`config.mk`:
```
export PLATFORM = sky130hd
export DESIGN_NAME = letter_frequency_histogram_sorted_core
export DESIGN_NICKNAME = d
export VERILOG_FILES = /design/src/hdl/lfh_pkg.sv /design/src/hdl/letter_frequency_histogram_sorted_core.sv /design/src/hdl/lfh_front.sv /design/src/hdl/lfh_back.sv
export SDC_FILE = /design/constraint.sdc
export NUM_CORES = 2
export LEC_CHECK = 0
export BUFFER_PORTS_ARGS = -buffer_cell sky130_fd_sc_hd__buf_2
export CAP_MARGIN = 20
export CORE_MARGIN = 2
export CORE_UTILIZATION = 25
export DETAILED_ROUTE_END_ITERATION = 10
export SYNTH_ARGS = -nofsm -noshare
export SYNTH_HDL_FRONTEND = slang
export SYNTH_SLANG_ARGS = --single-unit
```
`constraint.sdc`:
```
create_clock -name clk -period 7.1 [get_ports clk]
set_clock_uncertainty 0.15 [all_clocks]
set_input_delay 1.775 -clock clk [delete_from_list [all_inputs] [get_ports clk]]
set_output_delay 1.775 -clock clk [all_outputs]
set_load 0.005 [all_outputs]
```
`src/hdl/lfh_pkg.sv`:
```
package lfh_pkg;

  localparam int NUM_LETTERS  = 26;
  localparam int LETTER_IDX_W = 5;
  localparam int OUT_CNT_W    = 32;
  localparam int QUEUE_DEPTH  = 4;
  localparam int QUEUE_PTR_W  = 2;
  localparam int QUEUE_CNT_W  = 3;

  localparam logic [7:0] LETTER_LO = 8'h61;
  localparam logic [7:0] LETTER_HI = 8'h7A;

  localparam logic REQ_TEXT   = 1'b0;
  localparam logic REQ_FINISH = 1'b1;

  typedef struct packed {
    logic                    finish;
    logic [LETTER_IDX_W-1:0] idx;
  } lfh_cmd_t;

  typedef enum logic [1:0] {
    BK_IDLE,
    BK_SCAN,
    BK_EMIT
  } lfh_bk_state_t;

  typedef struct packed {
    logic cmd_ready;
    logic scan;
    logic emit_load;
    logic emit_last;
  } lfh_bk_ctrl_t;

endpackage

```
`src/hdl/letter_frequency_histogram_sorted_core.sv`:
```
// letter frequency histogram with a sorted report
//
// input channel (in_valid/in_ready): one transaction per text byte or finish.
// in_req_type 0 carries a byte in in_char_byte; 'a'..'z' bump that letter's
// counter and the total, any other byte is dropped. in_req_type 1 is finish.
// output channel (out_valid/out_ready): a finish yields 26 transactions,
// highest count first, equal counts in letter order, out_last_entry on the
// 26th. every entry carries the report's total. counts then restart at zero.
// throughput: one text byte per cycle while the queue has room; a short command
// queue decouples the input from the counter bank. during a finish the counter
// bank finds each entry by one full rotation of the bank through a single
// compare, then loads the entry into the output register.
// the output register lets the next scan run while an entry waits; if the
// receiver stalls, the bank holds and then the queue fills and in_ready drops.
// reset (rst_n low, synchronous) clears all counters, the queue and the
// output register.
module letter_frequency_histogram_sorted_core #(
  parameter int COUNT_WIDTH = 32
) (
  input  logic                                 clk,
  input  logic                                 rst_n,
  input  logic                                 in_valid,
  output logic                                 in_ready,
  input  logic                                 in_req_type,
  input  logic [7:0]                           in_char_byte,
  output logic                                 out_valid,
  input  logic                                 out_ready,
  output logic [lfh_pkg::LETTER_IDX_W-1:0]     out_letter_index,
  output logic [lfh_pkg::OUT_CNT_W-1:0]        out_letter_count,
  output logic [lfh_pkg::OUT_CNT_W-1:0]        out_total_letters,
  output logic                                 out_last_entry
);
  import lfh_pkg::*;

  lfh_cmd_t cmd;
  logic     cmd_valid;
  logic     cmd_ready;

  lfh_front u_front (
    .clk          (clk),
    .rst_n        (rst_n),
    .in_valid     (in_valid),
    .in_ready     (in_ready),
    .in_req_type  (in_req_type),
    .in_char_byte (in_char_byte),
    .cmd_valid    (cmd_valid),
    .cmd_ready    (cmd_ready),
    .cmd          (cmd)
  );

  lfh_back #(
    .COUNT_WIDTH (COUNT_WIDTH)
  ) u_back (
    .clk               (clk),
    .rst_n             (rst_n),
    .cmd_valid         (cmd_valid),
    .cmd_ready         (cmd_ready),
    .cmd               (cmd),
    .out_valid         (out_valid),
    .out_ready         (out_ready),
    .out_letter_index  (out_letter_index),
    .out_letter_count  (out_letter_count),
    .out_total_letters (out_total_letters),
    .out_last_entry    (out_last_entry)
  );

endmodule

```
`src/hdl/lfh_front.sv`:
```
module lfh_front (
  input  logic              clk,
  input  logic              rst_n,
  input  logic              in_valid,
  output logic              in_ready,
  input  logic              in_req_type,
  input  logic [7:0]        in_char_byte,
  output logic              cmd_valid,
  input  logic              cmd_ready,
  output lfh_pkg::lfh_cmd_t cmd
);
  import lfh_pkg::*;

  lfh_cmd_t               q_r [QUEUE_DEPTH];
  logic [QUEUE_PTR_W-1:0] wr_ptr_r, wr_ptr_nxt;
  logic [QUEUE_PTR_W-1:0] rd_ptr_r, rd_ptr_nxt;
  logic [QUEUE_CNT_W-1:0] cnt_r, cnt_nxt;

  logic     is_fin;
  logic     is_let;
  logic     push;
  logic     pop;
  lfh_cmd_t push_cmd;

  // classify: letters and finish go to the queue, other bytes are dropped here
  always_comb begin
    is_fin          = (in_req_type == REQ_FINISH);
    is_let          = (in_char_byte >= LETTER_LO) && (in_char_byte <= LETTER_HI);
    push            = in_valid && in_ready && (is_fin || is_let);
    push_cmd.finish = is_fin;
    push_cmd.idx    = LETTER_IDX_W'(in_char_byte - LETTER_LO);
  end

  assign in_ready  = (cnt_r != QUEUE_CNT_W'(QUEUE_DEPTH));
  assign cmd_valid = (cnt_r != '0);
  assign cmd       = q_r[rd_ptr_r];
  assign pop       = cmd_valid && cmd_ready;

  always_comb begin
    wr_ptr_nxt = push ? wr_ptr_r + 1'b1 : wr_ptr_r;
    rd_ptr_nxt = pop ? rd_ptr_r + 1'b1 : rd_ptr_r;
    cnt_nxt    = cnt_r + QUEUE_CNT_W'(push) - QUEUE_CNT_W'(pop);
  end

  always_ff @(posedge clk) begin
    if (!rst_n) begin
      wr_ptr_r <= '0;
      rd_ptr_r <= '0;
      cnt_r    <= '0;
    end else begin
      wr_ptr_r <= wr_ptr_nxt;
      rd_ptr_r <= rd_ptr_nxt;
      cnt_r    <= cnt_nxt;
    end
  end

  always_ff @(posedge clk) begin
    if (push) begin
      q_r[wr_ptr_r] <= push_cmd;
    end
  end

endmodule

```
`src/hdl/lfh_back.sv`:
```
module lfh_back #(
  parameter int COUNT_WIDTH = 32
) (
  input  logic                                 clk,
  input  logic                                 rst_n,
  input  logic                                 cmd_valid,
  output logic                                 cmd_ready,
  input  lfh_pkg::lfh_cmd_t                    cmd,
  output logic                                 out_valid,
  input  logic                                 out_ready,
  output logic [lfh_pkg::LETTER_IDX_W-1:0]     out_letter_index,
  output logic [lfh_pkg::OUT_CNT_W-1:0]        out_letter_count,
  output logic [lfh_pkg::OUT_CNT_W-1:0]        out_total_letters,
  output logic                                 out_last_entry
);
  import lfh_pkg::*;

  localparam logic [LETTER_IDX_W-1:0] LAST_IDX = LETTER_IDX_W'(NUM_LETTERS - 1);

  logic [COUNT_WIDTH-1:0]  cnt_r [NUM_LETTERS];
  logic [NUM_LETTERS-1:0]  done_r;
  logic [COUNT_WIDTH-1:0]  total_r;
  lfh_bk_state_t           state_r, state_nxt;
  logic [LETTER_IDX_W-1:0] pos_r;
  logic [LETTER_IDX_W-1:0] rank_r;
  logic                    best_vld_r;
  logic [COUNT_WIDTH-1:0]  best_cnt_r;
  logic [LETTER_IDX_W-1:0] best_idx_r;

  logic                    out_valid_r;
  logic [LETTER_IDX_W-1:0] out_idx_r;
  logic [OUT_CNT_W-1:0]    out_cnt_r;
  logic [OUT_CNT_W-1:0]    out_total_r;
  logic                    out_last_r;

  lfh_bk_ctrl_t ctrl;
  logic         take;
  logic         slot_free;
  logic         do_inc;

  assign slot_free = !out_valid_r || out_ready;
  assign do_inc    = ctrl.cmd_ready && cmd_valid && !cmd.finish;
  assign take      = ctrl.scan && !done_r[0] && (!best_vld_r || (cnt_r[0] > best_cnt_r));

  // next state
  always_comb begin
    state_nxt = state_r;
    unique case (state_r)
      BK_IDLE: begin
        if (cmd_valid && cmd.finish) begin
          state_nxt = BK_SCAN;
        end
      end
      BK_SCAN: begin
        if (pos_r == LAST_IDX) begin
          state_nxt = BK_EMIT;
        end
      end
      BK_EMIT: begin
        if (slot_free) begin
          state_nxt = (rank_r == LAST_IDX) ? BK_IDLE : BK_SCAN;
        end
      end
      default: state_nxt = BK_IDLE;
    endcase
  end

  // outputs of the sequencer
  always_comb begin
    ctrl = '0;
    unique case (state_r)
      BK_IDLE: ctrl.cmd_ready = 1'b1;
      BK_SCAN: ctrl.scan      = 1'b1;
      BK_EMIT: begin
        ctrl.emit_load = slot_free;
        ctrl.emit_last = (rank_r == LAST_IDX);
      end
      default: ctrl = '0;
    endcase
  end

  assign cmd_ready = ctrl.cmd_ready;

  always_ff @(posedge clk) begin
    if (!rst_n) begin
      state_r <= BK_IDLE;
    end else begin
      state_r <= state_nxt;
    end
  end

  // counter bank; the scan rotates it one full turn per rank
  always_ff @(posedge clk) begin
    if (!rst_n) begin
      for (int i = 0; i < NUM_LETTERS; i++) begin
        cnt_r[i] <= '0;
      end
      done_r  <= '0;
      total_r <= '0;
    end else if (do_inc) begin
      if (cnt_r[cmd.idx] != '1) begin
        cnt_r[cmd.idx] <= cnt_r[cmd.idx] + 1'b1;
      end
      if (total_r != '1) begin
        total_r <= total_r + 1'b1;
      end
    end else if (ctrl.scan) begin
      for (int i = 0; i < NUM_LETTERS - 1; i++) begin
        cnt_r[i] <= cnt_r[i+1];
      end
      cnt_r[NUM_LETTERS-1] <= cnt_r[0];
      done_r <= {done_r[0], done_r[NUM_LETTERS-1:1]};
    end else if (ctrl.emit_load) begin
      if (ctrl.emit_last) begin
        for (int i = 0; i < NUM_LETTERS; i++) begin
          cnt_r[i] <= '0;
        end
        done_r  <= '0;
        total_r <= '0;
      end else begin
        done_r[best_idx_r] <= 1'b1;
      end
    end
  end

  always_ff @(posedge clk) begin
    if (!rst_n) begin
      pos_r      <= '0;
      rank_r     <= '0;
      best_vld_r <= 1'b0;
    end else if (ctrl.scan) begin
      pos_r <= (pos_r == LAST_IDX) ? '0 : pos_r + 1'b1;
      if (take) begin
        best_vld_r <= 1'b1;
      end
    end else if (ctrl.emit_load) begin
      best_vld_r <= 1'b0;
      rank_r     <= ctrl.emit_last ? '0 : rank_r + 1'b1;
    end
  end

  always_ff @(posedge clk) begin
    if (take) begin
      best_cnt_r <= cnt_r[0];
      best_idx_r <= pos_r;
    end
  end

  // output register
  always_ff @(posedge clk) begin
    if (!rst_n) begin
      out_valid_r <= 1'b0;
    end else if (ctrl.emit_load) begin
      out_valid_r <= 1'b1;
    end else if (out_ready) begin
      out_valid_r <= 1'b0;
    end
  end

  always_ff @(posedge clk) begin
    if (ctrl.emit_load) begin
      out_idx_r   <= best_idx_r;
      out_cnt_r   <= OUT_CNT_W'(best_cnt_r);
      out_total_r <= OUT_CNT_W'(total_r);
      out_last_r  <= ctrl.emit_last;
    end
  end

  assign out_valid         = out_valid_r;
  assign out_letter_index  = out_idx_r;
  assign out_letter_count  = out_cnt_r;
  assign out_total_letters = out_total_r;
  assign out_last_entry    = out_last_r;

endmodule

```
==> out/results.ini <==
[status]
status = complete, no violations

[worst_setup_path]
cp.arrival_ps = 6680
slowest_stage = mux4_4
crit_fanout = 36
crit_chain = mux4_4 > buf_12 > buf_12 > mux2i_1 > o22ai_1 > nor4_2 > nand3_1 > nor3_1 > buf_4 > a41oi_1 > nand2b_1 > nor2_4 > buf_16
critPathLaunchType = flop
cp_common_cell = buf_12
max_stage_delay_ps = 1040
required_ps = 7470
critPathKind = flop to flop
critPathCaptureType = flop

[placement]
hpwl_microns = 112100
placed_cells = 7956
preCtsSetupSlack_ps = 920.1
gp_congestion = 0.8717
io_buffers = 84

[power]
p_sw_uw = 11890
seqPwrFrac_pct = 38.3
power.total_uw = 29460
clockPowerShare_pct = 23.3
leakagePower_uw = 0.02441
pwr-share-comb_pct = 38.4
p_per_area_nw_per_um2 = 433.2
swShare_pct = 40.36
ir_drop_uv = 324.5
internal-power_uw = 17570

[drt]
drt_iter0_drc = 4749
wirelength_microns = 169000
drt-pass1-iter-count = 6
drc = 0
avgRoutedWirePerCell_microns = 20.64
vias_per_cell = 4.959
dr_total_vias = 40610
ant_nets = 0

[finish]
insertedDiodeCount = 0
finalNetCount = 5000
final_util_pct = 28.88
drive_above_1_share_pct = 11.51
area_growth_pct = 14.79
layout.cells.non_filler = 8189

[logic_synthesis]
avgSynthCellArea_sq_um = 12.02
yosys_warnings = 0
synthFlopType = edfxtp_1
yosysMostFrequentCell = edfxtp_1
synth.distinct_cells = 64
synth_commonest_cells = edfxtp_1 (1,155), mux2i_1 (700), nand2_1 (694), o21ai_0 (610), nand3_1 (280)
synth_area_sq_um = 59230
synth_edf_count = 1155
synthArstFlopShare_pct = 0
yosys-top-cells-area = edfxtp_1 (59%), mux2i_1 (12%), o21ai_0 (5.2%), nand2_1 (4.4%), dfxtp_1 (2.7%)
synth_top_cell_area_share_pct = 58.56
syn_nets = 4990
syn_inst = 4929
seq_area_frac_synth_pct = 61.30
synth-seq-cells = 1236
synth_top_cell_by_area = edfxtp_1

[clocking]
clk_pin_slew_worst_paths_ps = 60
postCtsSetupBuffers = 0
cts_tree = done
clockRootBuffer = clkbuf_16
cts-htree-levels = 4
cts_buffers = 131
clkLatencyLatePin_ps = 780
clock_sinks = 1236
cts-hold-fix-buffers = 0
ctsResizeCount = 0
clockBufferDepth = 3

[grt]
grt_max_degree = 172
antenna_found_initial = 1
grt_pass1_wl_microns = 254100
grt_usage_pct = 13.56
grt_overflow_total = 0
grt_pass1_vias = 38970

[timing]
min_period_ps = 6309
fin_crit_sh_pct = 88.86
slew_violations = 0
slew_headroom_pct = 24.05
hold_viol = 0
setup_ws_ps = 791.2
fmax_mhz = 158.5
setup_tns_ps = 0
worst_slew_pin_slew_ps = 1129
rsz0062_at_grt = false
setup_viol = 0

[min_path]
hp-class = flop to flop

[floorplanning]
dieArea_sq_um = 240800
initial_utilization_pct = 25.16
die_y_microns = 490.7
design.core.area_sq_um = 235400
rows = 178
die_w_microns = 490.7
pin_count = 85

[job]
maxCapViolCount = 0

[sequential cells by signal (all words and copies together), names as in the netlist, 2 cells and up, named ones only]
| signal | cells |
|---|---|
| u_back.out_total_letters | 32 |
| u_back.total_r | 32 |
| u_back.out_letter_index | 5 |
| u_back.best_cnt_r | 32 |
| u_front.q_r | 24 |
| u_front.cnt_r | 3 |
| u_back.cnt_r | 1024 |
| u_front.wr_ptr_r | 2 |
| u_front.rd_ptr_r | 2 |
| u_back.pos_r | 5 |
| u_back.out_letter_count | 32 |
| u_back.best_idx_r | 5 |
| u_back.done_r | 26 |
| u_back.rank_r | 5 |
| u_back.state_r | 2 |
[metal layers]
metal	track usage, %	wire (microns)
met1	19.66	76880
met4	3.395	3326
met5	0	13
met2	20.70	75000
met3	2.493	13790
[logic make-up (layout without fill, tap and decap cells)]
logic type / Yosys count / count (layout) / synth area share [%]
DFF: 1236 / 1236 / 61.30
adders and majority gates: 48 / 48 / 1.027
AOI/OAI and AO/OA: 1097 / 1097 / 10.03
buffers and inverters: 499 / 609 / 4.521
xor gates and xnor gates: 68 / 68 / 1.044
and+or+nand+nor: 1274 / 1274 / 10.00
muxes: 707 / 707 / 12.08
[cell type report]
class | instances | area (sq um)
Timing Repair Buffer | 289 | 2497
Sequential cell | 1236 | 36300
Clock inverter | 70 | 653.1
Tap cell | 3150 | 3941
Fill cell | 23900 | 167400
Multi-Input combinational cell | 3194 | 20700
Inverter | 87 | 326.6
Clock buffer | 163 | 3567
[power groups by stage]
stage / sequential, uW / clock, uW / combinational [uW]
floorplan: 10900 / 0 / 7060
global placement: 11300 / 0 / 10900
detailed placement: 11400 / 0 / 11200
CTS: 11200 / 6970 / 11200
global route: 11400 / 7250 / 12000
finish: 11300 / 6850 / 11300
[worst max-delay path: cells and delay by family (launching register included)]
kind                   cells  cell delay (ps)
and+or+nand+nor            5             2140
muxes                      2             1520
buffers and inverters      4              990
DFF                        1              630
AOI/OAI and AO/OA          2              540
[stage by stage]
step	area, sq um	hold WS (ps)
floorplan	59230	276.4
global placement	63620	286.0
detailed placement	63770	286.3
CTS	67990	300.0
global route	67990	308.3
finish	67990	297.7
[path summary, 6_finish.rpt]
path	from	slack [ps]	end	cells past startpoint
min reg2reg	u_back.best_cnt_r[30]	300	u_back.out_letter_count[30]	0
min	u_back.best_cnt_r[30]	300	u_back.out_letter_count[30]	0
max	flop	790	u_back.cnt_r[30][4]	13
max reg2reg	flop	790	u_back.cnt_r[30][4]	13
[layout by cell type (no fill, tap or decap), types with 60 or more instances in the layout]
master,count
edfxtp_1,1155
mux2i_1,700
nand2_1,670
o21ai_0,610
nand3_1,276
o21ai_1,238
buf_4,164
clkbuf_16,138
o22ai_1,129
inv_1,85
buf_2,84
dfxtp_1,81
nor2_1,65
nor2b_1,60
(Power assumes the default switching activity.)
